<file path="src/rtl/odo_pkg.sv">
`timescale 1ns / 1ps
`default_nettype none

package odo_pkg;

  // register reset values and register indexes
  localparam logic [15:0] RADIUS_RESET = 16'd1343;
  localparam logic [15:0] AXLE_RESET   = 16'd3736;

  typedef enum logic {
    CFG_WHEEL_RADIUS = 1'b0,
    CFG_AXLE_LENGTH  = 1'b1
  } odo_cfg_t;

  // angle constants, units of 2^-24 rad
  localparam logic [31:0]        TWO_PI_MOD  = 32'd105414357;
  localparam int                 ANG_W       = 28;
  localparam logic signed [27:0] TWO_PI_Q24  = 28'sd105414357;
  localparam logic signed [27:0] PI_Q24      = 28'sd52707179;
  localparam logic signed [27:0] HALF_PI_Q24 = 28'sd26353589;

  // cordic working format Q2.30 with headroom
  localparam int                 XY_W         = 34;
  localparam logic signed [33:0] CORDIC_START = 34'sd652032874;

  // shared multiplier operand widths
  localparam int MUL_A_W = 35;
  localparam int MUL_B_W = 17;
  localparam int MUL_P_W = MUL_A_W + MUL_B_W;

  // heading divider: 32-bit magnitude shifted by 12, plus half divisor
  localparam int NUM_W  = 45;
  localparam int DCNT_W = 6;

  // accumulator for travel times cosine or sine
  localparam int ACC_W = 68;

  typedef enum logic [3:0] {
    S_IDLE,
    S_TRAV_SUM,
    S_TRAV_DIFF,
    S_TRAV_DONE,
    S_WAIT_CORDIC,
    S_X_LO,
    S_X_HI,
    S_Y_LO,
    S_Y_HI,
    S_Y_DONE,
    S_WAIT_DIV,
    S_FINISH
  } odo_state_t;

  typedef enum logic [2:0] {
    C_IDLE,
    C_REDUCE,
    C_FOLD,
    C_WRAP,
    C_ROTATE
  } odo_cordic_state_t;

  typedef struct packed {
    logic               busy;
    logic signed [31:0] cos_q30;
    logic signed [31:0] sin_q30;
  } odo_trig_t;

  typedef struct packed {
    logic             busy;
    logic [NUM_W-1:0] q;
  } odo_quot_t;

  // round(atan(2^-i) * 2^24)
  function automatic logic signed [27:0] atan_q24(input logic [4:0] idx);
    logic signed [27:0] v;
    case (idx)
      5'd0:  v = 28'sd13176795;
      5'd1:  v = 28'sd7778716;
      5'd2:  v = 28'sd4110060;
      5'd3:  v = 28'sd2086331;
      5'd4:  v = 28'sd1047214;
      5'd5:  v = 28'sd524117;
      5'd6:  v = 28'sd262123;
      5'd7:  v = 28'sd131069;
      5'd8:  v = 28'sd65536;
      5'd9:  v = 28'sd32768;
      5'd10: v = 28'sd16384;
      5'd11: v = 28'sd8192;
      5'd12: v = 28'sd4096;
      5'd13: v = 28'sd2048;
      5'd14: v = 28'sd1024;
      5'd15: v = 28'sd512;
      5'd16: v = 28'sd256;
      5'd17: v = 28'sd128;
      5'd18: v = 28'sd64;
      5'd19: v = 28'sd32;
      5'd20: v = 28'sd16;
      5'd21: v = 28'sd8;
      5'd22: v = 28'sd4;
      5'd23: v = 28'sd2;
      default: v = '0;
    endcase
    return v;
  endfunction

  // clamp to the int32 range
  function automatic logic signed [31:0] sat32(input logic signed [47:0] v);
    logic signed [31:0] r;
    if (v > 48'sd2147483647) begin
      r = 32'sh7FFFFFFF;
    end else if (v < -48'sd2147483648) begin
      r = 32'sh80000000;
    end else begin
      r = v[31:0];
    end
    return r;
  endfunction

endpackage

`default_nettype wire

</file>
<file path="src/rtl/odo_mul.sv">
`timescale 1ns / 1ps
`default_nettype none

module odo_mul (
  input  wire logic                                 clk,
  input  wire logic signed [odo_pkg::MUL_A_W-1:0]   a,
  input  wire logic signed [odo_pkg::MUL_B_W-1:0]   b,
  output logic signed [odo_pkg::MUL_P_W-1:0]        p
);
  import odo_pkg::*;

  // registered signed product
  always_ff @(posedge clk) begin
    p <= MUL_P_W'(a) * MUL_P_W'(b);
  end

endmodule

`default_nettype wire

</file>
<file path="src/rtl/odo_div.sv">
`timescale 1ns / 1ps
`default_nettype none

module odo_div (
  input  wire logic                       clk,
  input  wire logic                       rst,
  input  wire logic                       start,
  input  wire logic [odo_pkg::NUM_W-1:0]  num,
  input  wire logic [15:0]                den,
  output odo_pkg::odo_quot_t              quot
);
  import odo_pkg::*;

  logic [DCNT_W-1:0] cnt;
  logic [NUM_W-1:0]  work;
  logic [15:0]       rem;
  logic [15:0]       den_r;
  logic [16:0]       trial;
  logic              fits;

  // one restoring step: bring down the next numerator bit
  assign trial = {rem, work[NUM_W-1]};
  assign fits  = trial >= {1'b0, den_r};

  always_ff @(posedge clk) begin
    if (rst) begin
      cnt <= '0;
    end else if (start) begin
      cnt <= DCNT_W'(NUM_W);
    end else if (cnt != '0) begin
      cnt <= cnt - 1'b1;
    end
  end

  // quotient bits shift in where numerator bits leave
  always_ff @(posedge clk) begin
    if (start) begin
      work  <= num;
      rem   <= '0;
      den_r <= den;
    end else if (cnt != '0) begin
      work <= {work[NUM_W-2:0], fits};
      rem  <= fits ? 16'(trial - {1'b0, den_r}) : trial[15:0];
    end
  end

  assign quot.busy = cnt != '0;
  assign quot.q    = work;

endmodule

`default_nettype wire

</file>
<file path="src/rtl/odo_cordic.sv">
`timescale 1ns / 1ps
`default_nettype none

module odo_cordic #(
  parameter int CORDIC_STEPS = 16
) (
  input  wire logic               clk,
  input  wire logic               rst,
  input  wire logic               start,
  input  wire logic signed [31:0] angle,
  output odo_pkg::odo_trig_t      trig
);
  import odo_pkg::*;

  localparam int            IW   = (CORDIC_STEPS > 1) ? $clog2(CORDIC_STEPS) : 1;
  localparam logic [IW-1:0] LAST = IW'(CORDIC_STEPS - 1);

  odo_cordic_state_t state, state_next;

  logic [2:0]               k;
  logic [IW-1:0]            iter;
  logic [31:0]              rem;
  logic [31:0]              sub;
  logic                     neg_in;
  logic                     negate;
  logic signed [ANG_W-1:0]  r;
  logic signed [ANG_W-1:0]  r_wrap;
  logic signed [ANG_W-1:0]  at;
  logic signed [XY_W-1:0]   x;
  logic signed [XY_W-1:0]   y;
  logic signed [XY_W-1:0]   x_sh;
  logic signed [XY_W-1:0]   y_sh;
  logic signed [XY_W-1:0]   cos_full;
  logic signed [XY_W-1:0]   sin_full;

  // state register
  always_ff @(posedge clk) begin
    if (rst) begin
      state <= C_IDLE;
    end else begin
      state <= state_next;
    end
  end

  // sequencer: reduce, fold, wrap, then rotate
  always_comb begin
    state_next = state;
    case (state)
      C_IDLE:   if (start) state_next = C_REDUCE;
      C_REDUCE: if (k == 3'd0) state_next = C_FOLD;
      C_FOLD:   state_next = C_WRAP;
      C_WRAP:   state_next = C_ROTATE;
      C_ROTATE: if (iter == LAST) state_next = C_IDLE;
      default:  state_next = C_IDLE;
    endcase
  end

  // shared shift and add terms
  assign sub    = TWO_PI_MOD << k;
  assign r_wrap = (r > PI_Q24) ? r - TWO_PI_Q24 : r;
  assign at     = atan_q24(5'(iter));
  assign x_sh   = x >>> iter;
  assign y_sh   = y >>> iter;

  always_ff @(posedge clk) begin
    case (state)
      C_IDLE: begin
        if (start) begin
          rem    <= 32'(angle[31] ? -angle : angle);
          neg_in <= angle[31];
          k      <= 3'd5;
        end
      end
      // magnitude modulo 2*pi, one scaled subtract per cycle
      C_REDUCE: begin
        if (rem >= sub) begin
          rem <= rem - sub;
        end
        k <= k - 1'b1;
      end
      // floor remainder into [0, 2*pi)
      C_FOLD: begin
        if (neg_in && rem != '0) begin
          r <= ANG_W'(TWO_PI_MOD - rem);
        end else begin
          r <= ANG_W'(rem);
        end
      end
      // into [-pi, pi], then fold the outer quadrants by pi
      C_WRAP: begin
        x    <= CORDIC_START;
        y    <= '0;
        iter <= '0;
        if (r_wrap > HALF_PI_Q24) begin
          r      <= r_wrap - PI_Q24;
          negate <= 1'b1;
        end else if (r_wrap < -HALF_PI_Q24) begin
          r      <= r_wrap + PI_Q24;
          negate <= 1'b1;
        end else begin
          r      <= r_wrap;
          negate <= 1'b0;
        end
      end
      // one micro-rotation per cycle
      C_ROTATE: begin
        if (!r[ANG_W-1]) begin
          x <= x - y_sh;
          y <= y + x_sh;
          r <= r - at;
        end else begin
          x <= x + y_sh;
          y <= y - x_sh;
          r <= r + at;
        end
        iter <= iter + 1'b1;
      end
      default: begin
      end
    endcase
  end

  assign cos_full     = negate ? -x : x;
  assign sin_full     = negate ? -y : y;
  assign trig.busy    = state != C_IDLE;
  assign trig.cos_q30 = cos_full[31:0];
  assign trig.sin_q30 = sin_full[31:0];

endmodule

`default_nettype wire

</file>
<file path="src/rtl/differential_drive_odometry_core.sv">
`timescale 1ns / 1ps
`default_nettype none

// Differential-drive odometry: each step item scales the two wheel angle deltas by the
// wheel radius, moves x and y by the mean travel along the old heading and turns the
// heading by the travel difference over the axle length; a clear item zeroes the pose.
// Every item gives one result with the new pose, saturated at the int32 limits. A step
// item is paced by the 45-step restoring divider for the heading increment, while the
// CORDIC and the four partial products on the shared 35x17 multiplier run alongside it.
// A clear item goes straight to the finish state. The next item is taken once the
// previous result has entered the output register, even if that result is still stalled.
module differential_drive_odometry_core #(
  parameter int CORDIC_STEPS = 16
) (
  input  wire logic               clk,
  input  wire logic               rst,
  input  wire logic               cfg_wen,
  input  wire logic               cfg_index,
  input  wire logic [15:0]        cfg_data,
  input  wire logic               in_valid,
  output logic                    in_stall,
  input  wire logic               kind,
  input  wire logic signed [15:0] left_delta,
  input  wire logic signed [15:0] right_delta,
  output logic                    out_valid,
  input  wire logic               out_stall,
  output logic signed [31:0]      pos_x_out,
  output logic signed [31:0]      pos_y_out,
  output logic signed [31:0]      heading_out
);
  import odo_pkg::*;

  odo_state_t state, state_next;

  logic [15:0]               radius;
  logic [15:0]               axle_length;
  logic signed [31:0]        pos_x;
  logic signed [31:0]        pos_y;
  logic signed [31:0]        heading;
  logic                      is_clear;
  logic signed [15:0]        ld;
  logic signed [15:0]        rd;
  logic signed [33:0]        sum;
  logic signed [33:0]        diff;
  logic signed [ACC_W-1:0]   acc_x;
  logic signed [ACC_W-1:0]   acc_y;

  logic                      in_accept;
  logic                      load_out;
  logic signed [MUL_A_W-1:0] mul_a;
  logic signed [MUL_B_W-1:0] mul_b;
  logic signed [MUL_P_W-1:0] mul_p;
  logic signed [33:0]        diff_now;
  logic [31:0]               diff_mag;
  logic [15:0]               axle_eff;
  logic [NUM_W-1:0]          div_num;
  odo_trig_t                 trig;
  odo_quot_t                 quot;
  logic signed [ACC_W-1:0]   rx;
  logic signed [ACC_W-1:0]   ry;
  logic signed [24:0]        dx;
  logic signed [24:0]        dy;
  logic signed [46:0]        dh;
  logic signed [31:0]        new_x;
  logic signed [31:0]        new_y;
  logic signed [31:0]        new_h;

  assign in_stall  = state != S_IDLE;
  assign in_accept = in_valid && !in_stall;
  assign load_out  = (state == S_FINISH) && !(out_valid && out_stall);

  // configuration registers
  always_ff @(posedge clk) begin
    if (rst) begin
      radius      <= RADIUS_RESET;
      axle_length <= AXLE_RESET;
    end else if (cfg_wen) begin
      case (odo_cfg_t'(cfg_index))
        CFG_WHEEL_RADIUS: radius      <= cfg_data;
        CFG_AXLE_LENGTH:  axle_length <= cfg_data;
        default: begin
        end
      endcase
    end
  end

  // state register
  always_ff @(posedge clk) begin
    if (rst) begin
      state <= S_IDLE;
    end else begin
      state <= state_next;
    end
  end

  // sequencer and multiplier operand select
  always_comb begin
    state_next = state;
    mul_a      = '0;
    mul_b      = '0;
    case (state)
      S_IDLE: begin
        if (in_accept) begin
          state_next = kind ? S_FINISH : S_TRAV_SUM;
        end
      end
      S_TRAV_SUM: begin
        mul_a      = MUL_A_W'(ld) + MUL_A_W'(rd);
        mul_b      = {1'b0, radius};
        state_next = S_TRAV_DIFF;
      end
      S_TRAV_DIFF: begin
        mul_a      = MUL_A_W'(rd) - MUL_A_W'(ld);
        mul_b      = {1'b0, radius};
        state_next = S_TRAV_DONE;
      end
      S_TRAV_DONE: state_next = S_WAIT_CORDIC;
      S_WAIT_CORDIC: begin
        if (!trig.busy) state_next = S_X_LO;
      end
      S_X_LO: begin
        mul_a      = MUL_A_W'(sum);
        mul_b      = {1'b0, trig.cos_q30[15:0]};
        state_next = S_X_HI;
      end
      S_X_HI: begin
        mul_a      = MUL_A_W'(sum);
        mul_b      = {trig.cos_q30[31], trig.cos_q30[31:16]};
        state_next = S_Y_LO;
      end
      S_Y_LO: begin
        mul_a      = MUL_A_W'(sum);
        mul_b      = {1'b0, trig.sin_q30[15:0]};
        state_next = S_Y_HI;
      end
      S_Y_HI: begin
        mul_a      = MUL_A_W'(sum);
        mul_b      = {trig.sin_q30[31], trig.sin_q30[31:16]};
        state_next = S_Y_DONE;
      end
      S_Y_DONE: state_next = S_WAIT_DIV;
      S_WAIT_DIV: begin
        if (!quot.busy) state_next = S_FINISH;
      end
      S_FINISH: begin
        if (load_out) state_next = S_IDLE;
      end
      default: state_next = S_IDLE;
    endcase
  end

  odo_mul u_mul (
    .clk (clk),
    .a   (mul_a),
    .b   (mul_b),
    .p   (mul_p)
  );

  odo_cordic #(
    .CORDIC_STEPS (CORDIC_STEPS)
  ) u_cordic (
    .clk   (clk),
    .rst   (rst),
    .start (in_accept && !kind),
    .angle (heading),
    .trig  (trig)
  );

  // rounded |diff| * 2^12 / axle, zero axle taken as one
  assign diff_now = mul_p[33:0];
  assign diff_mag = 32'(diff_now[33] ? -diff_now : diff_now);
  assign axle_eff = (axle_length == '0) ? 16'd1 : axle_length;
  assign div_num  = NUM_W'({diff_mag, 12'b0}) + NUM_W'(axle_eff >> 1);

  odo_div u_div (
    .clk   (clk),
    .rst   (rst),
    .start (state == S_TRAV_DONE),
    .num   (div_num),
    .den   (axle_eff),
    .quot  (quot)
  );

  // item datapath
  always_ff @(posedge clk) begin
    case (state)
      S_IDLE: begin
        if (in_accept) begin
          is_clear <= kind;
          ld       <= left_delta;
          rd       <= right_delta;
        end
      end
      S_TRAV_DIFF: sum   <= mul_p[33:0];
      S_TRAV_DONE: diff  <= diff_now;
      S_X_HI:      acc_x <= ACC_W'(mul_p);
      S_Y_LO:      acc_x <= acc_x + (ACC_W'(mul_p) <<< 16);
      S_Y_HI:      acc_y <= ACC_W'(mul_p);
      S_Y_DONE:    acc_y <= acc_y + (ACC_W'(mul_p) <<< 16);
      default: begin
      end
    endcase
  end

  // round half up, then saturating pose update
  assign rx    = acc_x + (ACC_W'(1) <<< 42);
  assign ry    = acc_y + (ACC_W'(1) <<< 42);
  assign dx    = rx[ACC_W-1:43];
  assign dy    = ry[ACC_W-1:43];
  assign dh    = diff[33] ? -{2'b00, quot.q} : {2'b00, quot.q};
  assign new_x = is_clear ? '0 : sat32(48'(pos_x) + 48'(dx));
  assign new_y = is_clear ? '0 : sat32(48'(pos_y) + 48'(dy));
  assign new_h = is_clear ? '0 : sat32(48'(heading) + 48'(dh));

  // pose registers
  always_ff @(posedge clk) begin
    if (rst) begin
      pos_x   <= '0;
      pos_y   <= '0;
      heading <= '0;
    end else if (load_out) begin
      pos_x   <= new_x;
      pos_y   <= new_y;
      heading <= new_h;
    end
  end

  // output register
  always_ff @(posedge clk) begin
    if (rst) begin
      out_valid <= 1'b0;
    end else if (load_out) begin
      out_valid <= 1'b1;
    end else if (out_valid && !out_stall) begin
      out_valid <= 1'b0;
    end
  end

  always_ff @(posedge clk) begin
    if (load_out) begin
      pos_x_out   <= new_x;
      pos_y_out   <= new_y;
      heading_out <= new_h;
    end
  end

  // units are finished whenever the sequencer rests
  a_units_quiet: assert property (@(posedge clk) disable iff (rst)
    state == S_IDLE |-> !trig.busy && !quot.busy)
    else $error("arithmetic unit busy while sequencer idle");

  // a step item starts the cordic
  a_cordic_start: assert property (@(posedge clk) disable iff (rst)
    in_accept && !kind |=> trig.busy)
    else $error("cordic not started on step item");

  // a result appears only out of the finish state
  a_out_from_finish: assert property (@(posedge clk) disable iff (rst)
    $rose(out_valid) |-> $past(state == S_FINISH))
    else $error("result raised outside finish state");

endmodule

`default_nettype wire

</file>
<file path="config.mk">
export PLATFORM = sky130hd
export DESIGN_NAME = differential_drive_odometry_core
export DESIGN_NICKNAME = d
export VERILOG_FILES = /design/src/rtl/odo_pkg.sv /design/src/rtl/odo_mul.sv /design/src/rtl/odo_div.sv /design/src/rtl/odo_cordic.sv /design/src/rtl/differential_drive_odometry_core.sv
export SDC_FILE = /design/constraint.sdc
export NUM_CORES = 2
export LEC_CHECK = 0
export ABC_CLOCK_PERIOD_IN_PS = 10150
export BUFFER_PORTS_ARGS = -buffer_cell sky130_fd_sc_hd__buf_2
export CAP_MARGIN = 15
export CORE_ASPECT_RATIO = 0.6
export CORE_MARGIN = 2
export CORE_UTILIZATION = 25
export CTS_BUF_LIST = sky130_fd_sc_hd__clkbuf_8
export CTS_CLUSTER_DIAMETER = 100
export DETAILED_ROUTE_END_ITERATION = 8
export HOLD_SLACK_MARGIN = 0.15
export PLACE_DENSITY = 0.43
export REMOVE_ABC_BUFFERS = 1
export SLEW_MARGIN = 40
export SYNTH_ARGS = -nofsm -noshare
export SYNTH_HDL_FRONTEND = slang
export SYNTH_SLANG_ARGS = --single-unit
</file>
<file path="constraint.sdc">
create_clock -name clk -period 10.15 [get_ports clk]
set_input_delay 2.03 -clock clk [delete_from_list [all_inputs] [get_ports clk]]
set_output_delay 2.03 -clock clk [all_outputs]
set_load 0.1 [all_outputs]
</file>
==> flow_summary.yaml <==
run_status:
  outcome: "complete, no violations"
synth:
  synth_edf_count: 466
  yosys_most_used_dff: "edfxtp_1"
  yosysUniqueCellTypes: 102
  ys_ff_latch: 699
  syn-mean-instance-area_um2: 8.593
  yosysWarnings: 0
  yosysSeqAreaShare: 0.2397
  netlist_area_mm2: 0.07785
  syn-instance-count: 9059
  ys_top_cells_by_area: "edfxtp_1, fa_1, ha_1"
  async_reset_ff_frac: 0
  yosys.area.top_type_share: 0.1798
  synth_area_leader_cell: "edfxtp_1"
drt:
  vias: 68300
  viasPerCell: 5.022
  drc: 0
  ant_nets: 0
  firstDrtPassIters: 6
  wl_mm: 291.3
  routedWlPerCell_um: 21.42
  drt_iter0_markers: 6884
timing:
  fin_ws_ns: 0.3820
  fin_hold_ws_ns: 0.4616
  max_freq_mhz: 102.4
  fin_skew_ns: 0.1016
  tightest_slew_ns: 0.9045
  slew_viol_final: 0
  slew_headroom: 0.3906
  fin_crit_sh: 0.9624
  setup_viol: 0
  final_hold_viol_count: 0
  min_period_ns: 9.768
setup_path:
  worstPathArrival_ns: 10.47
  required_ns: 10.85
  critPathKind: "reg2reg"
  max_stage_delay_ns: 0.60
  cp-end-kind: "flip-flop"
  path_common_cell: "fa_1"
  crit_slowest_cell: "fa_1"
  cp_max_fo: 13
  startpoint_type: "flip-flop"
place:
  place_ws_ns: -0.3263
  io_buffers: 152
  hpwlAfterDp_mm: 235.0
  gp_congestion: 0.9172
  dp.cells: 13340
  post_dp_cell_area_mm2: 0.08550
clocking:
  cts-buffers-inserted: 138
  clock-root-buffer: "clkbuf_8"
  worstSkewPairLatency_ns: 0.91
  clkSlewWorstSetupHoldPaths_ns: 0.06
  clock-sinks: 699
  cts_hold_buf: 0
  cts_buffer_depth: 4
  htree_num_levels: 4
  tritoncts: "done"
cells_and_area:
  layout.nets: 10490
  drive_gt1_frac: 0.1104
  final_cell_area_mm2: 0.08894
  fin_cells: 13600
  area_growth_pct: 14.25
global_routing:
  antenna_found_initial: 45
  grt-ovfl-total: 0
  grt_max_degree: 116
  met1_usage: 0.3046
  grt.busiest_layer: "met1"
  grtUsageTotal: 0.1784
  met3_usage: 0.04351
  grt_pass1_vias: 64150
  grt_pass1_wl_mm: 429.9
  grt_util_met2: 0.2160
power_and_ir_drop:
  power.density_mw_per_mm2: 341.0
  sw_frac_of_total: 0.5204
  p_leak_nw: 38.47
  p_switching_w: 0.01578
  sequentialPowerShare: 0.159
  combPwrFrac: 0.734
  power_frac_clock: 0.106
  vdd_drop_max_mv: 0.4162
  total_power_w: 0.03033
  internal_power_w: 0.01455
die:
  fp.dieW_um: 724.4
  coreArea_mm2: 0.3094
  dieArea_mm2: 0.3160
  io_pins: 153
  start_util: 0.2516
  num_rows: 158
  die_h_um: 436.2
flow_run:
  drv_cap: 0
min_path:
  hold_class: "reg2reg"
## synthesized netlist by cell type, drive strengths merged (45+ instances only)
| library cell | number |
|---|---|
| clkbuf | 347 |
| mux4 | 75 |
| nand4 | 60 |
| o31ai | 75 |
| a21o | 238 |
| o21bai | 58 |
| o21ai | 543 |
| nor4 | 50 |
| edfxtp | 466 |
| fa | 569 |
| or3 | 64 |
| xor2 | 316 |
| nor3 | 160 |
| mux2i | 53 |
| a31oi | 75 |
| nand2 | 1032 |
| or2 | 52 |
| and3 | 85 |
| a211o | 45 |
| buf | 57 |
| a211oi | 52 |
| a21oi | 576 |
| nand2b | 99 |
| inv | 795 |
| nand3 | 137 |
| ha | 540 |
| nor2b | 87 |
| xnor2 | 436 |
| and2 | 65 |
| or4 | 45 |
| nor2 | 964 |
| o21a | 80 |
| dfxtp | 233 |
## cell families (layout without fill, tap and decap cells)
| kind of cell | Yosys count | count (layout) | synth area share |
|---|---|---|---|
| AOI/OAI and AO/OA | 2160 | 2160 | 0.1777 |
| xor gates and xnor gates | 752 | 752 | 0.08470 |
| adders and majority gates | 1109 | 1109 | 0.2331 |
| buffers and inverters | 1202 | 1570 | 0.05876 |
| DFF | 699 | 699 | 0.2397 |
| muxes | 148 | 148 | 0.03141 |
| other | 0 | 14 | 0 |
| and+or+nand+nor | 2989 | 2989 | 0.1746 |
## per-stage QoR
| step | utilization | TNS, ns |
|---|---|---|
| global placement | 0.2760 | -0.7847 |
| detailed placement | 0.2763 | -1.188 |
| floorplan | - | -20.38 |
| finish | 0.2875 | 0 |
| global route | 0.2874 | -0.007478 |
| CTS | 0.2859 | 0 |
## path summary, 6_finish.rpt
| kind | startpoint | end | slack (ns) | cells after the start |
|---|---|---|---|---|
| worst max-delay path | rd[3] | u_mul.p[51] | 0.38 | 36 |
| worst min-delay path | u_div.rem[15] | u_div.rem[15] | 0.46 | 2 |
| worst min register to register | u_div.rem[15] | u_div.rem[15] | 0.46 | 2 |
| worst max register to register | rd[3] | u_mul.p[51] | 0.38 | 36 |
## power by group through the flow
stage | sequential (W) | combinational [W] | clock (W)
after floorplan | 0.00460 | 0.0137 | 0
after CTS | 0.00482 | 0.0219 | 0.00334
after global routing | 0.00490 | 0.0247 | 0.00345
after detailed placement | 0.00487 | 0.0217 | 0
final | 0.00483 | 0.0223 | 0.00322
after global placement | 0.00487 | 0.0217 | 0
## sequential cells by signal (all words and copies together) (netlist names), 23 cells and up
register      flops
acc_x            52
acc_y            52
u_mul.p          52
u_div.work       45
sum              34
u_cordic.x       34
u_cordic.y       34
heading          32
heading_out      32
pos_x            32
pos_x_out        32
pos_y            32
pos_y_out        32
u_cordic.rem     32
u_cordic.r       28
u_cordic.at      23
## metal layers
| metal | part of all wire | wire length, µm |
|---|---|---|
| met1 | 0.55 | 159300 |
| met2 | 0.35 | 102600 |
| met3 | 0.088 | 25530 |
| met4 | 0.013 | 3904 |
| met5 | 0 | 0 |
## cell usage in the layout, fill, tap and decap left out, types with 51 or more instances in the layout
cell type,instances
a21o_1,238
a21oi_1,559
a31oi_1,72
and2_1,61
and3_1,83
buf_2,152
buf_4,349
clkbuf_8,153
dfxtp_1,231
edfxtp_1,466
fa_1,563
ha_1,538
inv_1,825
mux2i_1,53
mux4_2,75
nand2_1,1025
nand2b_1,95
nand3_1,134
nand4_1,60
nor2_1,953
nor2b_1,86
nor3_1,156
o21a_1,80
o21ai_0,518
o21bai_1,56
o31ai_1,71
or2_2,51
or3_1,63
xnor2_1,435
xor2_1,314
## layout make-up
class,count,area (µm²)
Fill cell,32900,220400
Inverter,798,3004
Clock buffer,153,2106
Timing Repair Buffer,534,3926
Sequential cell,699,18660
Multi-Input combinational cell,7158,55220
Antenna cell,14,35.03
Clock inverter,85,784.5
Tap cell,4160,5205
## what timing repair did
action | in CTS | in global routing
buffers inserted | 1 | 10
endpoints found under the setup margin | 8 | 14
resized for setup | 14 | 72
pin swaps | 1 | 21
## critical path: cells and delay by family, from the launching register on
kind / cells / cell delay (ns)
adder cells (fa/ha/maj): 8 / 3.99
AO/OA/AOI/OAI: 16 / 3.10
buffers and inverters: 7 / 1.00
AND/OR/NAND/NOR: 4 / 0.87
flip-flops: 1 / 0.47
XOR/XNOR: 1 / 0.14
(Power assumes the default switching activity.)
